===== config.mk =====
export PLATFORM = sky130hd
export DESIGN_NAME = sliding_median_filter_core
export DESIGN_NICKNAME = d
export VERILOG_FILES = /design/src/sv/smf_pkg.sv /design/src/sv/sliding_median_filter_core.sv /design/src/sv/smf_hist.sv /design/src/sv/smf_seq.sv /design/src/sv/smf_dp.sv
export VERILOG_INCLUDE_DIRS = /design/src /design/src/sv
export SDC_FILE = /design/constraint.sdc
export NUM_CORES = 1
export LEC_CHECK = 0
export BUFFER_PORTS_ARGS = -buffer_cell sky130_fd_sc_hd__buf_2
export CAP_MARGIN = 10
export CELL_PAD_IN_SITES_DETAIL_PLACEMENT = 0
export CELL_PAD_IN_SITES_GLOBAL_PLACEMENT = 2
export CORE_ASPECT_RATIO = 2
export CORE_UTILIZATION = 52
export CTS_BUF_LIST = sky130_fd_sc_hd__clkbuf_8
export CTS_CLUSTER_SIZE = 14
export DETAILED_ROUTE_END_ITERATION = 16
export PLACE_DENSITY_LB_ADDON = 0.1
export SYNTH_ARGS = -nofsm -noshare
export SYNTH_HDL_FRONTEND = slang
export SYNTH_SLANG_ARGS = --single-unit
export TNS_END_PERCENT = 10

===== constraint.sdc =====
create_clock -name clk -period 11.64 [get_ports clk]
set_input_delay 1.164 -clock clk [delete_from_list [all_inputs] [get_ports clk]]
set_output_delay 1.164 -clock clk [all_outputs]
set_load 0.02 [all_outputs]

===== src/sv/sliding_median_filter_core_defines.svh =====
// Assertion macros used by the sliding median filter datapath.
`ifndef SLIDING_MEDIAN_FILTER_CORE_DEFINES_SVH
`define SLIDING_MEDIAN_FILTER_CORE_DEFINES_SVH

// A condition that must hold at every clock edge outside reset.
`define SMF_ASSERT_ALWAYS(label, cond, msg) \
    label: assert property (@(posedge clk) disable iff (!rst_n) (cond)) else $error(msg);

// A consequence that must hold in the same cycle as its antecedent.
`define SMF_ASSERT_IMPLY(label, ante, cons, msg) \
    label: assert property (@(posedge clk) disable iff (!rst_n) (ante) |-> (cons)) \
        else $error(msg);

`endif


===== src/sv/smf_pkg.sv =====
// Shared types, constants and the microcode table of the sliding median filter.
package smf_pkg;

    localparam int MAX_WINDOW_DEF = 16;
    localparam int SAMPLE_W       = 32;
    localparam int HELD_W         = 5;
    localparam int WIN_CFG_W      = 8;
    localparam int IN_TDATA_W     = 32;
    localparam int OUT_TDATA_W    = 40;
    localparam int TDATA_PAD_W    = OUT_TDATA_W - SAMPLE_W - HELD_W;

    localparam logic [WIN_CFG_W-1:0] WIN_FALLBACK = 8'd3;

    localparam logic OP_PUSH  = 1'b0;
    localparam logic OP_CLEAR = 1'b1;

    localparam int UPC_W = 4;
    typedef logic [UPC_W-1:0] upc_t;

    localparam upc_t STEP_IDLE    = 4'd0;
    localparam upc_t STEP_APPLY   = 4'd1;
    localparam upc_t STEP_WRAP    = 4'd2;
    localparam upc_t STEP_CAND    = 4'd3;
    localparam upc_t STEP_FIRST   = 4'd4;
    localparam upc_t STEP_COUNT   = 4'd5;
    localparam upc_t STEP_SELECT  = 4'd6;
    localparam upc_t STEP_AVERAGE = 4'd7;
    localparam upc_t STEP_OUTPUT  = 4'd8;
    localparam upc_t STEP_RETURN  = 4'd9;

    typedef enum logic [3:0] {
        DP_NOP,
        DP_IDLE,
        DP_APPLY,
        DP_WRAP,
        DP_CAND,
        DP_FIRST,
        DP_COUNT,
        DP_SELECT,
        DP_AVERAGE,
        DP_OUTPUT
    } dp_op_t;

    typedef enum logic [2:0] {
        COND_NEVER,
        COND_ALWAYS,
        COND_NO_IN,
        COND_IS_CLEAR,
        COND_WP_GE_WIN,
        COND_J_LT_N,
        COND_I_MORE,
        COND_OUT_WAIT
    } cond_t;

    typedef struct packed {
        dp_op_t op;
        cond_t  cond;
        upc_t   target;
    } ctrl_word_t;

    typedef struct packed {
        logic is_clear;
        logic wp_ge_win;
        logic j_lt_n;
        logic i_more;
    } dp_status_t;

    // Each step jumps to its target when its condition is true, else falls through.
    function automatic ctrl_word_t ucode_rom(input upc_t step);
        ctrl_word_t w;
        unique case (step)
            STEP_IDLE:    w = '{op: DP_IDLE,    cond: COND_NO_IN,     target: STEP_IDLE};
            STEP_APPLY:   w = '{op: DP_APPLY,   cond: COND_IS_CLEAR,  target: STEP_OUTPUT};
            STEP_WRAP:    w = '{op: DP_WRAP,    cond: COND_WP_GE_WIN, target: STEP_WRAP};
            STEP_CAND:    w = '{op: DP_CAND,    cond: COND_NEVER,     target: STEP_IDLE};
            STEP_FIRST:   w = '{op: DP_FIRST,   cond: COND_NEVER,     target: STEP_IDLE};
            STEP_COUNT:   w = '{op: DP_COUNT,   cond: COND_J_LT_N,    target: STEP_COUNT};
            STEP_SELECT:  w = '{op: DP_SELECT,  cond: COND_I_MORE,    target: STEP_CAND};
            STEP_AVERAGE: w = '{op: DP_AVERAGE, cond: COND_NEVER,     target: STEP_IDLE};
            STEP_OUTPUT:  w = '{op: DP_OUTPUT,  cond: COND_OUT_WAIT,  target: STEP_OUTPUT};
            STEP_RETURN:  w = '{op: DP_NOP,     cond: COND_ALWAYS,    target: STEP_IDLE};
            default:      w = '{op: DP_NOP,     cond: COND_ALWAYS,    target: STEP_IDLE};
        endcase
        return w;
    endfunction

endpackage


===== src/sv/sliding_median_filter_core.sv =====
// A push writes its sample, wraps the write position into the window, then for each held
// entry reads it as a candidate and counts its rank, averages the two middle values and
// offers the result. A clear empties the history and offers its result without those steps.
// One item at a time: the next input is taken only after the output transfer.
// The rank-counting loop makes two compares per cycle on the dual-read history.
// Reset empties the history through its valid bits at once and sets the window to 3.
module sliding_median_filter_core
    import smf_pkg::*;
#(
    parameter int MAX_WINDOW = MAX_WINDOW_DEF
)
(
    input  logic                   clk,
    input  logic                   rst_n,
    input  logic                   cfg_wr_en,
    input  logic [WIN_CFG_W-1:0]   cfg_wr_data,   // window length
    input  logic                   s_axis_tvalid,
    output logic                   s_axis_tready,
    input  logic [IN_TDATA_W-1:0]  s_axis_tdata,  // [31:0] sample
    input  logic                   s_axis_tuser,  // [0] operation
    output logic                   m_axis_tvalid,
    input  logic                   m_axis_tready,
    output logic [OUT_TDATA_W-1:0] m_axis_tdata   // [31:0] median_value, [36:32] samples_held
);

    localparam int AW = $clog2(MAX_WINDOW);

    logic [WIN_CFG_W-1:0]   win_len_reg;
    ctrl_word_t             ctrl;
    dp_status_t             status;
    logic                   in_fire;
    logic                   out_fire;
    logic                   wr_en;
    logic                   clr_all;
    logic [AW-1:0]          wr_addr;
    logic [SAMPLE_W-1:0]    wr_data;
    logic [AW-1:0]          rd_addr_a;
    logic [AW-1:0]          rd_addr_b;
    logic [SAMPLE_W-1:0]    rd_data_a;
    logic [SAMPLE_W-1:0]    rd_data_b;
    logic [SAMPLE_W-1:0]    median_value;
    logic [HELD_W-1:0]      samples_held;
    logic [TDATA_PAD_W-1:0] tdata_pad;

    always_ff @(posedge clk or negedge rst_n)
    begin
        if (!rst_n)
        begin
            win_len_reg <= WIN_FALLBACK;
        end
        else if (cfg_wr_en)
        begin
            win_len_reg <= cfg_wr_data;
        end
    end

    assign s_axis_tready = ctrl.op == DP_IDLE;
    assign m_axis_tvalid = ctrl.op == DP_OUTPUT;
    assign in_fire       = s_axis_tvalid && s_axis_tready;
    assign out_fire      = m_axis_tvalid && m_axis_tready;
    assign tdata_pad     = '0;
    assign m_axis_tdata  = {tdata_pad, samples_held, median_value};

    smf_seq u_seq (
        .clk      (clk),
        .rst_n    (rst_n),
        .in_fire  (in_fire),
        .out_fire (out_fire),
        .status   (status),
        .ctrl     (ctrl)
    );

    smf_hist #(
        .MAX_WINDOW (MAX_WINDOW)
    ) u_hist (
        .clk       (clk),
        .rst_n     (rst_n),
        .clr_all   (clr_all),
        .wr_en     (wr_en),
        .wr_addr   (wr_addr),
        .wr_data   (wr_data),
        .rd_addr_a (rd_addr_a),
        .rd_addr_b (rd_addr_b),
        .rd_data_a (rd_data_a),
        .rd_data_b (rd_data_b)
    );

    smf_dp #(
        .MAX_WINDOW (MAX_WINDOW)
    ) u_dp (
        .clk          (clk),
        .rst_n        (rst_n),
        .ctrl         (ctrl),
        .in_fire      (in_fire),
        .in_op        (s_axis_tuser),
        .in_sample    (s_axis_tdata),
        .win_len_cfg  (win_len_reg),
        .rd_data_a    (rd_data_a),
        .rd_data_b    (rd_data_b),
        .status       (status),
        .wr_en        (wr_en),
        .wr_addr      (wr_addr),
        .wr_data      (wr_data),
        .clr_all      (clr_all),
        .rd_addr_a    (rd_addr_a),
        .rd_addr_b    (rd_addr_b),
        .median_value (median_value),
        .samples_held (samples_held)
    );

endmodule


===== src/sv/smf_hist.sv =====
// Sample history memory with per-entry valid bits and two registered read ports.
module smf_hist
    import smf_pkg::*;
#(
    parameter int MAX_WINDOW = MAX_WINDOW_DEF
)
(
    input  logic                          clk,
    input  logic                          rst_n,
    input  logic                          clr_all,
    input  logic                          wr_en,
    input  logic [$clog2(MAX_WINDOW)-1:0] wr_addr,
    input  logic [SAMPLE_W-1:0]           wr_data,
    input  logic [$clog2(MAX_WINDOW)-1:0] rd_addr_a,
    input  logic [$clog2(MAX_WINDOW)-1:0] rd_addr_b,
    output logic [SAMPLE_W-1:0]           rd_data_a,
    output logic [SAMPLE_W-1:0]           rd_data_b
);

    localparam int AW = $clog2(MAX_WINDOW);

    logic [SAMPLE_W-1:0]   mem [MAX_WINDOW];
    logic [MAX_WINDOW-1:0] valid_reg;
    logic [SAMPLE_W-1:0]   rd_a_reg;
    logic [SAMPLE_W-1:0]   rd_b_reg;
    logic                  rd_a_ok_reg;
    logic                  rd_b_ok_reg;
    logic                  a_in_range;
    logic                  b_in_range;

    assign a_in_range = {1'b0, rd_addr_a} < (AW + 1)'(MAX_WINDOW);
    assign b_in_range = {1'b0, rd_addr_b} < (AW + 1)'(MAX_WINDOW);

    always_ff @(posedge clk)
    begin
        if (wr_en)
        begin
            mem[wr_addr] <= wr_data;
        end
        rd_a_reg <= mem[rd_addr_a];
        rd_b_reg <= mem[rd_addr_b];
    end

    // An entry that was never written since reset or the last clear reads as zero.
    always_ff @(posedge clk or negedge rst_n)
    begin
        if (!rst_n)
        begin
            valid_reg   <= '0;
            rd_a_ok_reg <= 1'b0;
            rd_b_ok_reg <= 1'b0;
        end
        else
        begin
            if (clr_all)
            begin
                valid_reg <= '0;
            end
            else if (wr_en)
            begin
                valid_reg[wr_addr] <= 1'b1;
            end
            rd_a_ok_reg <= a_in_range && valid_reg[rd_addr_a];
            rd_b_ok_reg <= b_in_range && valid_reg[rd_addr_b];
        end
    end

    assign rd_data_a = rd_a_ok_reg ? rd_a_reg : '0;
    assign rd_data_b = rd_b_ok_reg ? rd_b_reg : '0;

endmodule


===== src/sv/smf_seq.sv =====
// Microcode sequencer: step counter, control store lookup and conditional jumps.
module smf_seq
    import smf_pkg::*;
(
    input  logic       clk,
    input  logic       rst_n,
    input  logic       in_fire,
    input  logic       out_fire,
    input  dp_status_t status,
    output ctrl_word_t ctrl
);

    upc_t upc_reg;
    upc_t upc_next;
    logic take;

    assign ctrl = ucode_rom(upc_reg);

    always_comb
    begin
        unique case (ctrl.cond)
            COND_NEVER:     take = 1'b0;
            COND_ALWAYS:    take = 1'b1;
            COND_NO_IN:     take = !in_fire;
            COND_IS_CLEAR:  take = status.is_clear;
            COND_WP_GE_WIN: take = status.wp_ge_win;
            COND_J_LT_N:    take = status.j_lt_n;
            COND_I_MORE:    take = status.i_more;
            COND_OUT_WAIT:  take = !out_fire;
            default:        take = 1'b1;
        endcase
        upc_next = take ? ctrl.target : upc_reg + UPC_W'(1);
    end

    always_ff @(posedge clk or negedge rst_n)
    begin
        if (!rst_n)
        begin
            upc_reg <= STEP_IDLE;
        end
        else
        begin
            upc_reg <= upc_next;
        end
    end

endmodule


===== src/sv/smf_dp.sv =====
// Datapath: write position, fill count, rank counting, median selection and averaging.
`include "sliding_median_filter_core_defines.svh"

module smf_dp
    import smf_pkg::*;
#(
    parameter int MAX_WINDOW = MAX_WINDOW_DEF
)
(
    input  logic                          clk,
    input  logic                          rst_n,
    input  ctrl_word_t                    ctrl,
    input  logic                          in_fire,
    input  logic                          in_op,
    input  logic [SAMPLE_W-1:0]           in_sample,
    input  logic [WIN_CFG_W-1:0]          win_len_cfg,
    input  logic signed [SAMPLE_W-1:0]    rd_data_a,
    input  logic signed [SAMPLE_W-1:0]    rd_data_b,
    output dp_status_t                    status,
    output logic                          wr_en,
    output logic [$clog2(MAX_WINDOW)-1:0] wr_addr,
    output logic [SAMPLE_W-1:0]           wr_data,
    output logic                          clr_all,
    output logic [$clog2(MAX_WINDOW)-1:0] rd_addr_a,
    output logic [$clog2(MAX_WINDOW)-1:0] rd_addr_b,
    output logic [SAMPLE_W-1:0]           median_value,
    output logic [HELD_W-1:0]             samples_held
);

    localparam int AW = $clog2(MAX_WINDOW);
    localparam int CW = $clog2(MAX_WINDOW + 1);
    localparam int JW = $clog2(MAX_WINDOW + 2);

    logic                       op_reg;
    logic [SAMPLE_W-1:0]        sample_reg;
    logic [CW-1:0]              wp_reg;
    logic [CW-1:0]              fill_reg;
    logic [CW-1:0]              i_reg;
    logic [CW-1:0]              less_reg;
    logic [CW-1:0]              le_reg;
    logic [JW-1:0]              j_reg;
    logic signed [SAMPLE_W-1:0] cand_reg;
    logic signed [SAMPLE_W-1:0] lo_reg;
    logic signed [SAMPLE_W-1:0] hi_reg;
    logic [SAMPLE_W-1:0]        median_reg;

    logic [CW-1:0]              win;
    logic [JW-1:0]              j_plus1;
    logic                       lane_b_en;
    logic                       lt_a;
    logic                       lt_b;
    logic                       le_a;
    logic                       le_b;
    logic [CW-1:0]              less_add;
    logic [CW-1:0]              le_add;
    logic [CW-1:0]              k_lo;
    logic [CW-1:0]              k_hi;
    logic                       sel_lo;
    logic                       sel_hi;
    logic signed [SAMPLE_W:0]   sum;
    logic signed [SAMPLE_W:0]   half;
    logic [SAMPLE_W-1:0]        avg;

    always_comb
    begin
        if (win_len_cfg == '0 || win_len_cfg > WIN_CFG_W'(MAX_WINDOW))
        begin
            win = CW'(WIN_FALLBACK);
        end
        else
        begin
            win = CW'(win_len_cfg);
        end
    end

    // Lane A holds entry j-2 and lane B entry j-1; lane A is always inside the held range.
    assign j_plus1   = j_reg + JW'(1);
    assign lane_b_en = j_reg <= JW'(fill_reg);
    assign lt_a      = rd_data_a < cand_reg;
    assign lt_b      = (rd_data_b < cand_reg) && lane_b_en;
    assign le_a      = rd_data_a <= cand_reg;
    assign le_b      = (rd_data_b <= cand_reg) && lane_b_en;
    assign less_add  = CW'(lt_a) + CW'(lt_b);
    assign le_add    = CW'(le_a) + CW'(le_b);

    // The candidate sits at sorted rank k when fewer than k+1 entries are below it
    // and more than k entries are at or below it.
    assign k_hi   = fill_reg >> 1;
    assign k_lo   = (fill_reg - CW'(1)) >> 1;
    assign sel_lo = (less_reg <= k_lo) && (k_lo < le_reg);
    assign sel_hi = (less_reg <= k_hi) && (k_hi < le_reg);

    // The arithmetic shift rounds down, so an odd negative sum is corrected upward to round toward zero.
    assign sum  = {lo_reg[SAMPLE_W-1], lo_reg} + {hi_reg[SAMPLE_W-1], hi_reg};
    assign half = sum >>> 1;
    assign avg  = half[SAMPLE_W-1:0] + SAMPLE_W'(sum[SAMPLE_W] & sum[0]);

    assign status.is_clear  = op_reg == OP_CLEAR;
    assign status.wp_ge_win = wp_reg >= win;
    assign status.j_lt_n    = j_reg < JW'(fill_reg);
    assign status.i_more    = ({1'b0, i_reg} + (CW + 1)'(1)) < {1'b0, fill_reg};

    assign wr_en     = (ctrl.op == DP_APPLY) && (op_reg == OP_PUSH);
    assign clr_all   = (ctrl.op == DP_APPLY) && (op_reg == OP_CLEAR);
    assign wr_addr   = wp_reg[AW-1:0];
    assign wr_data   = sample_reg;
    assign rd_addr_a = (ctrl.op == DP_CAND) ? i_reg[AW-1:0] : j_reg[AW-1:0];
    assign rd_addr_b = j_plus1[AW-1:0];

    always_ff @(posedge clk or negedge rst_n)
    begin
        if (!rst_n)
        begin
            wp_reg   <= '0;
            fill_reg <= '0;
            i_reg    <= '0;
            j_reg    <= '0;
            less_reg <= '0;
            le_reg   <= '0;
        end
        else
        begin
            unique case (ctrl.op)
                DP_APPLY:
                begin
                    if (op_reg == OP_CLEAR)
                    begin
                        wp_reg   <= '0;
                        fill_reg <= '0;
                    end
                    else
                    begin
                        wp_reg <= wp_reg + CW'(1);
                        if (fill_reg < win)
                        begin
                            fill_reg <= fill_reg + CW'(1);
                        end
                    end
                    i_reg <= '0;
                end
                DP_WRAP:
                begin
                    if (status.wp_ge_win)
                    begin
                        wp_reg <= wp_reg - win;
                    end
                end
                DP_CAND:
                begin
                    j_reg    <= '0;
                    less_reg <= '0;
                    le_reg   <= '0;
                end
                DP_FIRST:
                begin
                    j_reg <= JW'(2);
                end
                DP_COUNT:
                begin
                    less_reg <= less_reg + less_add;
                    le_reg   <= le_reg + le_add;
                    if (status.j_lt_n)
                    begin
                        j_reg <= j_reg + JW'(2);
                    end
                end
                DP_SELECT:
                begin
                    i_reg <= i_reg + CW'(1);
                end
                default:
                begin
                end
            endcase
        end
    end

    always_ff @(posedge clk)
    begin
        unique case (ctrl.op)
            DP_IDLE:
            begin
                if (in_fire)
                begin
                    op_reg     <= in_op;
                    sample_reg <= in_sample;
                end
            end
            DP_APPLY:
            begin
                if (op_reg == OP_CLEAR)
                begin
                    median_reg <= '0;
                end
            end
            DP_FIRST:
            begin
                cand_reg <= rd_data_a;
            end
            DP_SELECT:
            begin
                if (sel_lo)
                begin
                    lo_reg <= cand_reg;
                end
                if (sel_hi)
                begin
                    hi_reg <= cand_reg;
                end
            end
            DP_AVERAGE:
            begin
                median_reg <= avg;
            end
            default:
            begin
            end
        endcase
    end

    assign median_value = median_reg;
    assign samples_held = HELD_W'(fill_reg);

    `SMF_ASSERT_ALWAYS(a_fill_bound, fill_reg <= CW'(MAX_WINDOW), "fill count exceeds the window limit")
    `SMF_ASSERT_IMPLY(a_wp_wrapped, ctrl.op == DP_CAND, wp_reg < win, "write position not wrapped into the window")
    `SMF_ASSERT_IMPLY(a_mid_order, ctrl.op == DP_AVERAGE, lo_reg <= hi_reg, "lower middle value above upper middle value")

endmodule


# Word level (Yosys, flattened, before mapping)
# Memories as Yosys holds them, arrays and structs flattened. A register that Yosys moved wholly into a read port is not among the register bits.
# Cells that the tools add are included.
# word_totals
ff_bits	221
ramBits	512
romBits	176
in_bits	46
output_inout_bits	42
word_cells	130
n_memories	2
# classes
add_sub_neg	15
magnitude_cmp	18
n_eq_ne	19
muxes	28
bitwise	3
n_reduce_logical	28
# mem_list
memory	depth	word_bits	rd	rd_ports_with_merged_regs	write_ports	line	rtl
u_hist.mem	16	32	2	2	1	smf_hist.sv:22	logic [SAMPLE_W-1:0] mem [MAX_WINDOW];
(no name shown)	16	11	1	0	0	smf_pkg.sv:71	unique case (step)
# op_table
cell	count
32-bit 2-to-1 mux	3
32-bit less-or-equal comparator	2
32-bit less-than comparator	2
32-bit case mux with 2 select lines	1
5-bit case mux with 2 select lines	4
32-bit by 32-bit adder with 33-bit output	1
32-bit adder	1
16-bit 2-to-1 mux	2
5-bit 2-to-1 mux	6
4-bit by 3-bit == test with 1-bit output (second input constant)	4
16-bit OR	1
5-bit by 1-bit adder with 5-bit output (second input constant)	3
4-bit by 5-bit less-than comparator with 1-bit output (second input constant)	3
5-bit case mux with 3 select lines	1
2-bit AND reduction	7
3-bit == test (second input constant)	4
2-bit nonzero test	6
5-bit adder	2
5-bit by 4-bit less-or-equal comparator with 1-bit output	2
4-bit by 5-bit less-than comparator with 1-bit output	2
5-bit less-than comparator	2
1-bit logical AND	9
4-bit by 1-bit adder with 4-bit output (second input constant)	2
1-bit binary-select mux with 4-bit select	2
other kinds (28)	39

# Logic depth before layout (Yosys ltp)
# Gate-level depths: netlist of the first run.
# depth
word_depth	7
mapped_depth	19
depth_no_buf	19

# By module
# Synthesis of the first run repeated with hierarchy kept, for this count alone.
# hier_totals
hier_cells	2493
hier_area_um2	38529.5
# by_module_without_submodules
module	n_inst	cells_each	area_each_um2	seq_area_each_um2
smf_hist	1	1290	25567.0	17106.4
smf_dp	1	1121	12089.1	5560.3
smf_seq	1	57	500.5	100.1
sliding_median_filter_core	1	25	372.9	202.7

# Worst setup path after synthesis of the first run
# Ideal clock, no wire load.
# synth_timing
path_type	register to register
start	register u_seq.upc_reg[0]
end	register u_dp.lo_reg[0] (enable)
setup_time_ns	0.501
arrival_ns	5.229
required_ns	11.139
slack_ns	5.910
stages_incl_launch_ff	9
n_path_buf	2
synth_period_minus_slack_ns	5.730
path_cell_list	dfrtp_1 > clkbuf_1 > inv_1 > clkbuf_1 > ha_1 > nand2b_1 > nor2_1 > nand2_1 > nor4_1
# synth_between
elab_chain_cells	3
# synth_rtl
item	line	rtl
from (decl)	smf_seq.sv:13	upc_t upc_reg;
from (signal assigned)	smf_seq.sv:43	upc_reg <= upc_next;
memory read 16 x 11 bit	--	
4-bit by 3-bit == test with 1-bit output	smf_dp.sv:180	unique case (ctrl.op)
2-bit AND reduction (no line)	--	
to (signal assigned)	smf_dp.sv:204	lo_reg <= cand_reg;
to (decl)	smf_dp.sv:43	logic signed [SAMPLE_W-1:0] lo_reg;
# No other way between the ends.
# A chain may end at the register's enable or synchronous reset.

# Worst setup path after layout of the first run
# layout_timing
start	register u_seq.upc_reg[0]
end	register u_hist.rd_a_reg[15] (read register of u_hist.mem)
# layout_between
elab_chain_cells	3
# layout_rtl
item	line	rtl
memory read 16 x 11 bit	--	
4-bit by 3-bit == test with 1-bit output	smf_dp.sv:107	assign rd_addr_a = (ctrl.op == DP_CAND) ? i_reg[AW-1:0] : j_reg[AW-1:0];
4-bit 2-to-1 mux	smf_dp.sv:107	
to (decl)	smf_hist.sv:24	logic [SAMPLE_W-1:0] rd_a_reg;
# No other way between the ends.

==> results of run 1 <==
==> metal layers <==
| layer | routed length (µm) | up-vias | share of wire [%] |
|---|---|---|---|
| li1 | - | 9656 | - |
| met1 | 32400 | 10790 | 36 |
| met2 | 49440 | 609 | 55 |
| met3 | 4252 | 180 | 4.8 |
| met4 | 3333 | 0 | 3.7 |
| met5 | 0 | - | 0 |
==> critical path, stage by stage, from the launching register on <==
cell	delay, ns
dfrtp_1	0.63
ha_1	0.21
and2b_1	0.21
o211ai_1	0.73
nand2b_1	0.49
inv_2	0.13
nand2_8	0.50
buf_4	0.72
mux4_2	0.59
nor2b_1	0.14
a211oi_1	0.24
a21oi_1	0.07
==> power by group <==
| group | switching (mW) | internal (mW) | leakage, nW |
|---|---|---|---|
| clock | 1.06 | 1.01 | 1.23 |
| combinational | 1.02 | 0.782 | 6.06 |
| sequential | 0.353 | 3.53 | 7.38 |
| total | 2.43 | 5.33 | 14.7 |
==> cell usage in the layout, fill, tap and decap left out, types with 14 or more instances in the layout <==
cell	n
inv_1	112
dfrtp_1	54
clkbuf_8	115
a211oi_1	54
o21ai_0	59
buf_4	34
nor3_1	24
nand2b_1	17
mux2_2	45
dfxtp_1	64
a21o_1	50
and2_1	79
mux4_2	190
nand2_1	79
nor2b_1	58
xnor2_1	30
edfxtp_1	673
nand3_1	39
mux2i_1	49
o21a_1	14
nand4_1	34
buf_2	84
a21oi_1	121
nor2_1	99
xor2_1	18
nor2_4	17
ha_1	149
==> cell families after synthesis <==
group	Yosys count	synth area share [%]
flops	796	62.34
simple gates	526	7.852
compound gates	396	6.972
mux	287	14.40
buf+inv	182	2.000
fa+ha+maj	153	5.277
xor+xnor	48	1.141
other cells	1	0.01018
==> area by class of cell <==
| type | instances | area share, % |
|---|---|---|
| Antenna cell | 3 | 0.01853 |
| Clock buffer | 115 | 3.907 |
| Clock inverter | 84 | 1.266 |
| Inverter | 70 | 0.6486 |
| Multi-Input combinational cell | 1413 | 32.93 |
| Sequential cell | 796 | 56.72 |
| Tap cell | 903 | 2.789 |
| Timing Repair Buffer | 119 | 1.717 |
==> through the flow <==
stage	power [mW]	hold slack, ns	utilization (%)	instance area [µm²]
2_1_floorplan	5.067	0.4450	-	36850
3_3_place_gp	5.714	0.4577	54.92	38410
3_5_place_dp	5.763	0.4665	54.92	38410
4_1_cts	7.841	0.4648	57.91	40500
5_1_grt	8.132	0.4857	57.92	40510
6_report	7.757	0.4720	57.92	40510
==> how the worst max path moves through the flow <==
stage	end
6_report	u_hist.rd_a_reg[15]
5_1_grt	u_hist.rd_a_reg[15]
4_1_cts	u_hist.rd_a_reg[15]
3_5_place_dp	u_hist.rd_a_reg[29]
3_3_place_gp	u_hist.rd_a_reg[19]
2_1_floorplan	u_dp.lo_reg[0]
==> results.py, run 1 <==
metrics = {
    "worst_setup_path": {
        "critPathLaunchType": "register",
        "end_kind": "register",
        "reg2reg_depth": 11,
        "rr_endpoint": "u_hist.rd_a_reg[15]",
        "startpoint": "u_seq.upc_reg[0]",
        "worstSetupPathType": "reg -> reg",
        "required_ns": 12.22,
        "reg2reg_slack_ns": 6.70,
        "cp_max_fo": 52,
        "r2r_start": "u_seq.upc_reg[0]",
        "worstPathArrival_ns": 5.52,
    },
    "detailed_routing": {
        "routedWlPerCell_um": 25.53,
        "drt_wl_total_um": 89430,
        "drtIter0Drc": 1529,
        "drc": 0,
        "vias": 21235,
        "drt-pass1-iter-count": 5,
        "antenna_left": 0,
        "vias_per_cell": 6.062,
    },
    "yosys": {
        "seq_area_frac_synth_pct": 62.34,
        "synth_enable_flop_cells": 673,
        "synth_cells": 2389,
        "syn_area_mm2": 0.03684,
        "ys.flop_type": "edfxtp_1",
        "synth_area_leaders": "edfxtp_1 (55%), mux4_2 (12%), ha_1 (5.1%)",
        "yosysWarnings": 0,
        "synth.most_common_cell": "edfxtp_1",
        "synthArstFlopShare_pct": 7.412,
        "synth_top_area_share_pct": 54.85,
        "yosys.area.top_type": "edfxtp_1",
        "syn_area_per_cell_um2": 15.42,
        "ys_types": 95,
        "ys_ff_latch": 796,
        "ys_top_cells_by_count": "edfxtp_1 (673), mux4_2 (190), ha_1 (149), a21oi_1 (121), nor2_1 (116)",
    },
    "floorplanning": {
        "row_count": 137,
        "pin_count": 88,
        "core-area_mm2": 0.06994,
        "dieWidth_um": 190.2,
        "dieArea_mm2": 0.07198,
        "die-height_um": 378.4,
        "start_util_pct": 52.68,
    },
    "sta": {
        "fin_crit_ns": 4.944,
        "fin_skew_ns": 0.04196,
        "setup_tns_ns": 0,
        "fmax_mhz": 202.2,
        "setup_viol_count_final": 0,
        "setup_ws_ns": 6.696,
        "slew_violations": 0,
        "hold_viol": 0,
        "finalCritPeriodShare_pct": 42.48,
        "slew_headroom_pct": 19.68,
        "rsz0062_at_grt": "false",
        "tightest_slew_ns": 1.180,
    },
    "global_routing": {
        "gr-total-overflow": 0,
        "met3_usage_pct": 3.939,
        "grt_pass1_vias": 22238,
        "busiest_layer": "met2",
        "grtUsageMet1_pct": 28.44,
        "use_met2_pct": 47.94,
        "grt_pass1_wl_um": 133800,
        "grt_start_max_net_pins": 133,
        "grt.total_usage_pct": 25.61,
        "antenna_found_initial": 2,
    },
    "clocking": {
        "cts_tree": "built",
        "cts_htree_levels": 3,
        "cts-buffers-inserted": 106,
        "cts_buffer_depth": 3,
        "cts.sinks": 796,
        "clk_pin_slew_ns": 0.07,
        "ctsHoldBuffers": 0,
        "post_cts_buffers": 0,
        "insertion_delay_ns": 0.78,
        "cts_resized": 0,
        "root_buffer": "clkbuf_8",
    },
    "layout": {
        "syn2layout_area_growth_pct": 9.954,
        "layout-drive-gt1-share_pct": 21.49,
        "nets": 2705,
        "largest_reg_flops": 512,
        "regMostFlops": "u_hist.mem",
        "fillCellCount": 5520,
        "instances_no_fill": 3503,
        "seq_area_mm2": 0.02298,
        "multi_input_area_mm2": 0.01334,
    },
    "placement": {
        "dp_cells": 3301,
        "gp_congestion": 0.8287,
        "place_hpwl_um": 56500,
        "numPortBuffers": 84,
        "pre_cts_slack_ns": 6.661,
    },
    "min_path": {
        "min_path_cells": 0,
        "min-delay-start": "u_dp.cand_reg[7]",
        "holdPathEnd": "u_dp.lo_reg[7]",
        "hold_class": "reg -> reg",
    },
    "power": {
        "p_per_area_mw_per_mm2": 191.5,
        "peakVddDrop_mv": 0.1481,
        "p_leak_nw": 14.67,
    },
    "flow_run": {
        "drv_cap": 0,
    },
    "outcome": {
        "status": "finished, final reports clean",
    },
}
(Power assumes the default switching activity.)
==> run 2: changes to the inputs <==
--- a/config.mk
+++ b/config.mk
@@ -11,7 +11,7 @@
 export CELL_PAD_IN_SITES_DETAIL_PLACEMENT = 0
 export CELL_PAD_IN_SITES_GLOBAL_PLACEMENT = 2
 export CORE_ASPECT_RATIO = 2
-export CORE_UTILIZATION = 52
+export CORE_UTILIZATION = 49
 export CTS_BUF_LIST = sky130_fd_sc_hd__clkbuf_8
 export CTS_CLUSTER_SIZE = 14
 export DETAILED_ROUTE_END_ITERATION = 16
==> constraint.sdc (replaced) <==
create_clock -name clk -period 4.7 [get_ports clk]
set_input_delay 0.47 -clock clk [delete_from_list [all_inputs] [get_ports clk]]
set_output_delay 0.47 -clock clk [all_outputs]
set_load 0.02 [all_outputs]
==> run 2 against run 1 <==
  * Critical endpoint is now u_dp.le_reg[4]
  * Design area up 4.5%
  * Critical path depth up 6
  * Die area up 6.1%
  * Clock power rose to 2.7 times the previous value
  * Non-clock buffer count up 119
  * Power rose to 2.6 times the previous value
  * Sequential share of layout area down 2.4 points
  * Clock skew down 0.014 ns
  * Largest power group unchanged
==> results.py, run 2 (synthesis gave the netlist of run 1 again) <==
metrics = {
    "layout": {
        "regMostFlops": "u_hist.mem",
        "syn2layout_area_growth_pct": 14.90,
        "nets": 2826,
        "final_cell_mix": "edfxtp_1 (673), mux4_2 (190), ha_1 (149)",
        "largest_reg_flops": 512,
        "final_common_cell": "edfxtp_1",
        "instances_no_fill": 3653,
        "layout-drive-gt1-share_pct": 23.91,
    },
    "clocking": {
        "root_buffer": "clkbuf_8",
        "cts_htree_levels": 3,
        "cts.sinks": 796,
        "insertion_delay_ns": 0.79,
        "cts_tree": "built",
        "clk_pin_slew_ns": 0.07,
        "post_cts_buffers": 0,
        "cts-buffers-inserted": 108,
        "cts_buffer_depth": 3,
    },
    "floorplanning": {
        "row_count": 141,
        "dieWidth_um": 195.9,
        "die-height_um": 389.8,
        "start_util_pct": 49.72,
        "core-area_mm2": 0.07410,
        "dieArea_mm2": 0.07636,
        "pin_count": 88,
    },
    "worst_setup_path": {
        "required_ns": 5.34,
        "critPathSlowestCell": "dfrtp_2",
        "crit_buf_inv": 2,
        "critPathLaunchType": "register",
        "crit_chain": "buf_4 > and2_1 > ha_1 > nand4_1 > nor2_1 > nand4_1 > or3_1 > a21oi_1 > o32ai_2 > or2_2 > ha_1 > ha_1 > inv_1 > fa_1 > nor3_1 > xnor2_1 > o21ai_0",
        "worstSetupPathType": "reg -> reg",
        "worstPathArrival_ns": 5.04,
        "r2r_start": "u_hist.rd_a_ok_reg",
        "startpoint": "u_hist.rd_a_ok_reg",
        "cpPeakStageDelay_ns": 0.53,
        "cpLargestDelayFamily": "simple AND/OR/NAND/NOR gates",
        "cpMostUsedCell": "ha_1",
        "end_kind": "register",
        "cp_max_fo": 20,
    },
    "detailed_routing": {
        "antenna_left": 0,
        "drtIter0Drc": 1462,
        "drt-pass1-iter-count": 7,
        "vias_per_cell": 5.930,
        "drc": 0,
        "drt_wl_total_um": 93300,
        "routedWlPerCell_um": 25.54,
        "wl_met1_um": 34140,
        "top_layer_used": "met4",
        "wl_met3_um": 4226,
        "wl_met2_um": 51510,
        "vias": 21661,
    },
    "placement": {
        "dp_cells": 3404,
        "place_hpwl_um": 63410,
        "gp_congestion": 0.8589,
        "numPortBuffers": 84,
    },
    "power": {
        "peakVddDrop_mv": 0.2995,
        "finalPower_mw": 19.92,
        "p_per_area_mw_per_mm2": 470.6,
        "p_leak_nw": 15.48,
    },
    "sta": {
        "fin_skew_ns": 0.02808,
        "fin_crit_ns": 4.400,
        "slew_violations": 0,
        "fmax_mhz": 227.3,
        "tightest_slew_ns": 1.039,
        "hold_viol": 0,
        "setup_viol_count_final": 0,
        "hold_slack_ns": 0.09335,
        "rsz0062_at_grt": "false",
        "slew_headroom_pct": 30.55,
        "finalCritPeriodShare_pct": 93.61,
    },
    "global_routing": {
        "grt_pass1_wl_um": 140600,
        "grt_pass1_vias": 22985,
        "grt_start_max_net_pins": 68,
        "antenna_found_initial": 1,
        "grt.total_usage_pct": 25.15,
        "gr-total-overflow": 0,
    },
    "outcome": {
        "status": "finished, final reports clean",
    },
    "min_path": {
        "min-delay-start": "cfg_wr_en",
        "hold_class": "in -> reg",
    },
    "flow_run": {
        "drv_cap": 0,
    },
}
[run 2: final timing paths]
| path | to | slack [ns] | cells after the start |
|---|---|---|---|
| worst min-delay path | win_len_reg[4] | 0.09 | 2 |
| worst max-delay path | u_dp.le_reg[4] | 0.30 | 17 |
| worst min register to register | u_dp.hi_reg[3] | 0.47 | 0 |
| worst max register to register | u_dp.le_reg[4] | 0.30 | 17 |
| max in group asynchronous | u_dp.j_reg[2] | 3.63 | 3 |
| min in group asynchronous | u_dp.wp_reg[3] | 0.41 | 3 |
[run 2: layer usage]
metal  vias up  global-route usage [%]
met2       611                   47.18
met4         0                   10.07
met1     10969                   28.29
li1       9886                       -
met3       195                   3.748
met5         -                       0
[run 2: cell type report]
type	count	area, µm²
timing repair buffer	238	2220
inverter	70	262.8
tap	929	1162
antenna	1	2.502
multi-input combinational	1413	13370
clock inverter	86	685.7
fill	5861	31770
clock buffer	120	1652
sequential	796	22980
[run 2: through the flow]
stage               utilization [%]  TNS [ns]  instance area (µm²)  worst slack (ns)
floorplan                         -    -30.56                36860           -0.9550
global placement              53.38         0                39550           0.05369
detailed placement            53.38  -0.04770                39550          -0.04770
CTS                           57.11         0                42320            0.1401
global route                  57.13         0                42330           0.02689
finish                        57.13         0                42330            0.3002
[run 2: what timing repair did]
action	CTS	global route
hold endpoints to repair	98	0
gates resized for setup	1	3
setup endpoints to repair	2	13
hold buffers	42	0
[run 2: power breakdown]
group          total, mW  switching (mW)  internal, mW
clock               5.64            2.67          2.97
sequential          9.54           0.789          8.75
combinational       4.74            2.67          2.07
total               19.9            6.12          13.8
